===== config.mk =====
export PLATFORM = sky130hd
export DESIGN_NAME = max_heap_insert_find_core
export DESIGN_NICKNAME = d
export VERILOG_FILES = /design/src/hw/rtl/mhif_pkg.sv /design/src/hw/rtl/mhif_ram.sv /design/src/hw/rtl/mhif_seq.sv /design/src/hw/rtl/max_heap_insert_find_core.sv
export SDC_FILE = /design/constraint.sdc
export NUM_CORES = 2
export LEC_CHECK = 0
export ABC_AREA = 0
export BUFFER_PORTS_ARGS = -buffer_cell sky130_fd_sc_hd__buf_2
export CAP_MARGIN = 10
export CORE_MARGIN = 3
export CORE_UTILIZATION = 62
export DETAILED_ROUTE_END_ITERATION = 12
export PLACE_DENSITY_LB_ADDON = 0.05
export SYNTH_ARGS = -nofsm -noshare
export SYNTH_HDL_FRONTEND = slang
export SYNTH_HIERARCHICAL = 1
export SYNTH_SLANG_ARGS = --single-unit

===== constraint.sdc =====
create_clock -name clk -period 6.3 [get_ports clk]
set_input_delay 0.315 -clock clk [delete_from_list [all_inputs] [get_ports clk]]
set_output_delay 0.315 -clock clk [all_outputs]
set_load 0.02 [all_outputs]

===== src/hw/rtl/mhif_pkg.sv =====
// Shared constants, codes and request/result types of the max-heap core.
package mhif_pkg;

	// Heap store size and derived widths
	localparam int MAX_ENTRIES = 64;
	localparam int ADDR_W      = $clog2(MAX_ENTRIES);
	localparam int CNT_W       = ADDR_W + 1;
	localparam int KEY_W       = 32;

	// Request modes
	localparam logic [1:0] MODE_INSERT = 2'd0;
	localparam logic [1:0] MODE_FIND   = 2'd1;
	localparam logic [1:0] MODE_READ   = 2'd2;

	// Result status codes
	localparam logic [2:0] ST_INSERTED  = 3'd0;
	localparam logic [2:0] ST_FULL      = 3'd1;
	localparam logic [2:0] ST_DUPLICATE = 3'd2;
	localparam logic [2:0] ST_FOUND     = 3'd3;
	localparam logic [2:0] ST_NOT_FOUND = 3'd4;
	localparam logic [2:0] ST_READ_OK   = 3'd5;
	localparam logic [2:0] ST_EMPTY     = 3'd6;

	// Configuration register indexes
	localparam logic REG_CAPACITY = 1'b0;

	typedef struct packed {
		logic [1:0]              mode;
		logic signed [KEY_W-1:0] key;
		logic [CNT_W-1:0]        position;
	} req_t;

	typedef struct packed {
		logic [2:0]              status;
		logic signed [KEY_W-1:0] value;
		logic [CNT_W-1:0]        count;
	} res_t;

	// Heap store access: one write and one read address per cycle
	typedef struct packed {
		logic              we;
		logic [ADDR_W-1:0] waddr;
		logic [KEY_W-1:0]  wdata;
		logic [ADDR_W-1:0] raddr;
	} mem_req_t;

endpackage


===== src/hw/rtl/mhif_ram.sv =====
// Heap key store: one write port, one read port with registered read data.
module mhif_ram
	import mhif_pkg::*;
(
	input  logic             clk,
	input  mem_req_t         mem,
	output logic [KEY_W-1:0] rdata
);

	logic [KEY_W-1:0] store_q [MAX_ENTRIES];

	// Write the addressed entry
	always_ff @(posedge clk) begin
		if (mem.we) begin
			store_q[mem.waddr] <= mem.wdata;
		end
	end

	// Register the read data
	always_ff @(posedge clk) begin
		rdata <= store_q[mem.raddr];
	end

endmodule


===== src/hw/rtl/mhif_seq.sv =====
// Sequencer: linear key search, sift-up and position read over the key store.
module mhif_seq
	import mhif_pkg::*;
(
	input  logic             clk,
	input  logic             arst_n,
	input  logic             start,
	input  req_t             req,
	input  logic [6:0]       capacity,
	output logic             busy,
	output logic             done,
	output res_t             rsp,
	output mem_req_t         mem,
	input  logic [KEY_W-1:0] rdata
);

	localparam logic [2:0] S_IDLE     = 3'd0;
	localparam logic [2:0] S_SEARCH   = 3'd1;
	localparam logic [2:0] S_SIFT_RD  = 3'd2;
	localparam logic [2:0] S_SIFT_CMP = 3'd3;
	localparam logic [2:0] S_READ     = 3'd4;

	localparam logic [CNT_W-1:0] CNT_ONE = CNT_W'(1);
	localparam logic [CNT_W-1:0] CNT_MAX = CNT_W'(MAX_ENTRIES);

	logic [2:0]              state_q;
	logic [1:0]              mode_q;
	logic signed [KEY_W-1:0] key_q;
	logic [CNT_W-1:0]        cnt_q;
	logic [CNT_W-1:0]        idx_q;
	logic                    pend_q;
	logic [CNT_W-1:0]        child_q;
	logic                    done_q;
	res_t                    res_q;

	logic [CNT_W-1:0] limit;
	logic [CNT_W-1:0] parent;
	logic             pos_ok;
	logic             hit;
	logic             parent_less;

	// Effective limit is the smaller of capacity and store size
	assign limit = ({1'b0, capacity} >= {1'b0, CNT_MAX}) ? CNT_MAX : CNT_W'(capacity);

	assign parent      = child_q >> 1;
	assign pos_ok      = (req.position != '0) && (req.position <= cnt_q);
	assign hit         = pend_q && (rdata == key_q);
	assign parent_less = $signed(rdata) < key_q;

	// Drive the store: reads for search, parent fetch and position read; writes for sift-up
	always_comb begin
		mem = '0;
		case (state_q)
			S_IDLE: begin
				mem.raddr = ADDR_W'(req.position - CNT_ONE);
			end
			S_SEARCH: begin
				mem.raddr = idx_q[ADDR_W-1:0];
			end
			S_SIFT_RD: begin
				mem.raddr = ADDR_W'(parent - CNT_ONE);
				if (child_q == CNT_ONE) begin
					mem.we    = 1'b1;
					mem.waddr = '0;
					mem.wdata = key_q;
				end
			end
			S_SIFT_CMP: begin
				mem.we    = 1'b1;
				mem.waddr = ADDR_W'(child_q - CNT_ONE);
				mem.wdata = parent_less ? rdata : key_q;
			end
			default: begin
				mem = '0;
			end
		endcase
	end

	// Advance the sequencer
	always_ff @(posedge clk or negedge arst_n) begin
		if (!arst_n) begin
			state_q <= S_IDLE;
			cnt_q   <= '0;
			done_q  <= 1'b0;
			pend_q  <= 1'b0;
		end else begin
			done_q <= 1'b0;
			case (state_q)
				S_IDLE: begin
					if (start) begin
						mode_q <= req.mode;
						key_q  <= req.key;
						idx_q  <= '0;
						pend_q <= 1'b0;
						if (req.mode == MODE_READ) begin
							if (pos_ok) begin
								state_q <= S_READ;
							end else begin
								res_q  <= '{status: ST_EMPTY, value: '0, count: cnt_q};
								done_q <= 1'b1;
							end
						end else if (req.mode == MODE_INSERT && cnt_q >= limit) begin
							res_q  <= '{status: ST_FULL, value: req.key, count: cnt_q};
							done_q <= 1'b1;
						end else begin
							state_q <= S_SEARCH;
						end
					end
				end
				S_SEARCH: begin
					// Compare the word fetched last cycle while fetching the next
					if (hit) begin
						res_q.status <= (mode_q == MODE_INSERT) ? ST_DUPLICATE : ST_FOUND;
						res_q.value  <= key_q;
						res_q.count  <= cnt_q;
						done_q       <= 1'b1;
						pend_q       <= 1'b0;
						state_q      <= S_IDLE;
					end else if (idx_q == cnt_q) begin
						pend_q <= 1'b0;
						if (!pend_q) begin
							if (mode_q == MODE_INSERT) begin
								cnt_q   <= cnt_q + CNT_ONE;
								child_q <= cnt_q + CNT_ONE;
								state_q <= S_SIFT_RD;
							end else begin
								res_q   <= '{status: ST_NOT_FOUND, value: key_q, count: cnt_q};
								done_q  <= 1'b1;
								state_q <= S_IDLE;
							end
						end
					end else begin
						idx_q  <= idx_q + CNT_ONE;
						pend_q <= 1'b1;
					end
				end
				S_SIFT_RD: begin
					// At the root the key has been written; otherwise wait for the parent
					if (child_q == CNT_ONE) begin
						res_q   <= '{status: ST_INSERTED, value: key_q, count: cnt_q};
						done_q  <= 1'b1;
						state_q <= S_IDLE;
					end else begin
						state_q <= S_SIFT_CMP;
					end
				end
				S_SIFT_CMP: begin
					// Move a smaller parent down, or drop the key into place
					if (parent_less) begin
						child_q <= parent;
						state_q <= S_SIFT_RD;
					end else begin
						res_q   <= '{status: ST_INSERTED, value: key_q, count: cnt_q};
						done_q  <= 1'b1;
						state_q <= S_IDLE;
					end
				end
				S_READ: begin
					res_q   <= '{status: ST_READ_OK, value: $signed(rdata), count: cnt_q};
					done_q  <= 1'b1;
					state_q <= S_IDLE;
				end
				default: begin
					state_q <= S_IDLE;
				end
			endcase
		end
	end

	assign busy = (state_q != S_IDLE);
	assign done = done_q;
	assign rsp  = res_q;

endmodule


===== src/hw/rtl/max_heap_insert_find_core.sv =====
// Top level of the max-heap core: configuration register, sequencer and key store.
//
//  channel   signals                         handshake
//  request   start, busy, req                taken when start & !busy
//  result    done, rsp                       shown for one cycle while done is high
//  config    psel, penable, pwrite, paddr,   written when psel & penable & pwrite
//            pwdata, prdata, pready          (pready always high)
//
// Read: the store word is fetched, then the result is registered. Find: a linear search that
// reads one store word a cycle until a hit or until the entry count is reached.
// Insert: as a find miss, then a parent read and a compare-and-write per level on the way up,
// and a root write when the key reaches the root; full and out-of-range read answer from idle.
// Reset clears the entry count and sets capacity to 64; store contents are not cleared.
// The result cannot be held off; a new request may be taken in the cycle it is shown.
module max_heap_insert_find_core
	import mhif_pkg::*;
(
	input  logic        clk,
	input  logic        arst_n,
	input  logic        start,
	output logic        busy,
	input  req_t        req,
	output logic        done,
	output res_t        rsp,
	input  logic        psel,
	input  logic        penable,
	input  logic        pwrite,
	input  logic [2:0]  paddr,
	input  logic [31:0] pwdata,
	output logic [31:0] prdata,
	output logic        pready
);

	logic [6:0]       capacity_q;
	mem_req_t         mem;
	logic [KEY_W-1:0] rdata;

	// Hold the capacity register
	always_ff @(posedge clk or negedge arst_n) begin
		if (!arst_n) begin
			capacity_q <= 7'd64;
		end else if (psel && penable && pwrite && paddr[2] == REG_CAPACITY) begin
			capacity_q <= pwdata[6:0];
		end
	end

	assign prdata = (paddr[2] == REG_CAPACITY) ? {25'd0, capacity_q} : 32'd0;
	assign pready = 1'b1;

	mhif_seq u_seq (
		.clk      (clk),
		.arst_n   (arst_n),
		.start    (start),
		.req      (req),
		.capacity (capacity_q),
		.busy     (busy),
		.done     (done),
		.rsp      (rsp),
		.mem      (mem),
		.rdata    (rdata)
	);

	mhif_ram u_ram (
		.clk   (clk),
		.mem   (mem),
		.rdata (rdata)
	);

endmodule


==> results.sh <==
export IMPL_coreArea_mm2=0.136
export IMPL_ys_flop_type="edfxtp_1"
export IMPL_synth_top_cell_area_share_pct=74.9
export IMPL_yosys_mux_area_fraction_pct=15.5
export IMPL_fin_crit_ps=5190
export IMPL_max_freq_ghz=0.193
export IMPL_place_ws_ps=1230
export IMPL_hp_class="input port to async pin"
export IMPL_rr_endpoint="u_ram/rdata[21]$_DFF_P_"
export IMPL_end_kind="register"
export IMPL_gp_congestion=0.853
export IMPL_r2r_start="u_seq/state_q[0]$_DFFE_PN0P_"
export IMPL_clkLatencyLatePin_ps=830
export IMPL_setup_tns_ps=0
export IMPL_synth_most_common_cell="edfxtp_1"
export IMPL_worst_pin_slew_ps=1130
export IMPL_vdd_drop_max_uv=374
export IMPL_p_total_w=0.0455
export IMPL_n_fill_cell=8169
export IMPL_drtPass1Iterations=7
export IMPL_fp_row_count=135
export IMPL_grt_pass1_vias=42652
export IMPL_crit_fanout=42
export IMPL_initial_core_util_pct=62.9
export IMPL_critPathRequiredTime_ps=7060
export IMPL_hold_buffers=51
export IMPL_yosys_area_share_simple_pct=2.62
export IMPL_fin_nets=4516
export IMPL_setup_viol=0
export IMPL_grt_overflow=0
export IMPL_antenna_found_initial=7
export IMPL_wl_mm=215
export IMPL_route_detailed_drc=0
export IMPL_root_buffer="clkbuf_16"
export IMPL_post_cts_buffers=0
export IMPL_drt_initial_drc_count=5836
export IMPL_ys_seq_area_share_pct=76.2
export IMPL_yosysWarnings=6
export IMPL_maxCapViolCount=0
export IMPL_ys_ff_latch=2189
export IMPL_power_leakage_nw=31.7
export IMPL_grt_util_all_layers_pct=30.9
export IMPL_die_area_mm2=0.143
export IMPL_crit_start="u_seq/state_q[0]$_DFFE_PN0P_"
export IMPL_port_buffers=105
export IMPL_pwr_density_cell_mw_per_mm2=470
export IMPL_viasPerCell=6.87
export IMPL_clock_sinks=2189
export IMPL_grt_max_degree=77
export IMPL_critPathArrivalTime_ps=5950
export IMPL_fin_crit_sh_pct=82.4
export IMPL_clockBufferDepth=3
export IMPL_numCtsBuffers=209
export IMPL_synth_area_leader_cell="edfxtp_1"
export IMPL_reg2reg_slack_ps=1110
export IMPL_area_growth_pct=12.8
export IMPL_ys_types=69
export IMPL_ant_nets=0
export IMPL_start_kind="register"
export IMPL_synth_edf_count=2138
export IMPL_ys_async_sr_fraction_pct=0.868
export IMPL_reg2reg_depth=14
export IMPL_hold_violations=0
export IMPL_htreeDepth=4
export IMPL_max_slew_margin_rel_pct=24.7
export IMPL_wl_per_cell_um=34.0
export IMPL_synthCells=4059
export IMPL_status="completed"
export IMPL_cts_resized=0
export IMPL_synth_area_top_cells="edfxtp_1, mux4_2, mux2i_1"
export IMPL_die_x_um=378
export IMPL_hpwl_mm=128
export IMPL_whs_ps=114
export IMPL_finClkSkew_ps=33.4
export IMPL_synth_compound_area_share_pct=2.93
export IMPL_synthAdderAreaFrac_pct=0.744
export IMPL_chipHeight_um=378
export IMPL_boundaryPins=159
export IMPL_synth_xor_area_share_pct=0.317
export IMPL_slew_violations=0
export IMPL_via_count=43547
export IMPL_synth_top_family_by_area="multiplexers"
export IMPL_grt_pass1_wl_mm=308
export IMPL_synth_area_mm2=0.0857
export IMPL_synth_commonest_cells="edfxtp_1, mux4_2, nor2_1"
export IMPL_crit_type="register to register"
export IMPL_worst_slack_ps=1110
export IMPL_grt_setup_unrepaired="no"
export IMPL_drive_above_1_share_pct=27.5
export IMPL_clkSlewWorstSetupHoldPaths_ps=60
export IMPL_cts_tree="done"
export IMPL_fin_util_pct=71.0
export IMPL_avgSynthCellArea_um2=21.1
## logic make-up (layout without fill, tap and decap cells)
logic type | Yosys count | count (layout)
adders and majority gates | 51 | 51
DFF | 2189 | 2189
and+or+nand+nor | 466 | 466
other | 2 | 33
buffers and inverters | 301 | 773
muxes | 649 | 649
AOI/OAI and AO/OA | 370 | 370
xor gates and xnor gates | 31 | 31
## worst max-delay path by stage
stage	to
after global placement	u_ram/rdata[30]$_DFF_P_
final	u_ram/rdata[21]$_DFF_P_
after CTS	u_ram/rdata[30]$_DFF_P_
after detailed placement	u_ram/rdata[30]$_DFF_P_
after global routing	u_ram/rdata[21]$_DFF_P_
after floorplan	u_ram/store_q[0][31]$_DFFE_PP_
## power breakdown
group          internal (W)  total (W)  switching, W
clock               0.00678     0.0120       0.00518
sequential           0.0171     0.0174      0.000352
combinational       0.00644     0.0161       0.00961
## layout by cell type (no fill, tap or decap), types with 29 or more instances in the layout
master / instances
buf_12: 29
mux2i_1: 98
inv_1: 48
edfxtp_1: 2138
and3_1: 41
clkinv_1: 44
nor2_4: 65
dfxtp_1: 32
o22ai_1: 84
a211oi_1: 35
nand3_1: 53
a22o_2: 31
clkbuf_16: 215
buf_2: 105
dlygate4sd3_1: 51
clkinv_2: 36
a21oi_1: 85
nand2_1: 94
ha_1: 51
a31oi_1: 33
buf_4: 157
clkbuf_1: 58
nor2_1: 109
mux4_2: 544
## per-layer routing
metal  GRT usage, %  routed length [um]
met5              0                  20
met2           46.0               99000
met1           46.4               83900
met3           7.20               25100
met4           10.1                7330
## final cells by class
class                   count  area (um2)  area share (%)
diodes                      7        17.5          0.0181
repair buffers            342        2800            2.89
clock inverters           105         828           0.856
well taps                1781        2230            2.30
multi-input cells        1593       19700            20.4
flip-flops and latches   2189       65300            67.5
clock buffers             278        5670            5.86
inverters                  48         180           0.186
## state kept, by name, indices dropped and copies added (netlist names)
| register | flops |
|---|---|
| u_seq/pend_q | 1 |
| u_seq/idx_q | 7 |
| u_seq/done | 1 |
| u_seq/rsp | 42 |
| u_seq/child_q | 7 |
| u_seq/key_q | 32 |
| capacity_q | 7 |
| u_ram/rdata | 32 |
| u_ram/store_q | 2048 |
| u_seq/cnt_q | 7 |
| u_seq/state_q | 3 |
| u_seq/mode_q | 2 |
## critical path, cell delays in order, from the launching register on
cell and delay [ps]:
dfrtp_1 520, nor2_1 410, and2_1 370, mux2i_1 270
ha_1 260, nor2_1 90, a21oi_1 80, nor2_4 720
buf_4 450, buf_12 310, or2_2 430, o22ai_1 150
nor2_1 510, a21oi_1 340, nor2_1 150
## per-stage QoR
step	instances	cell area [um2]
5_1_grt	6336	96700
4_1_cts	6336	96700
6_report	6343	96700
2_1_floorplan	4083	85800
3_3_place_gp	5902	89700
3_5_place_dp	5902	89700
(Power assumes the default switching activity.)
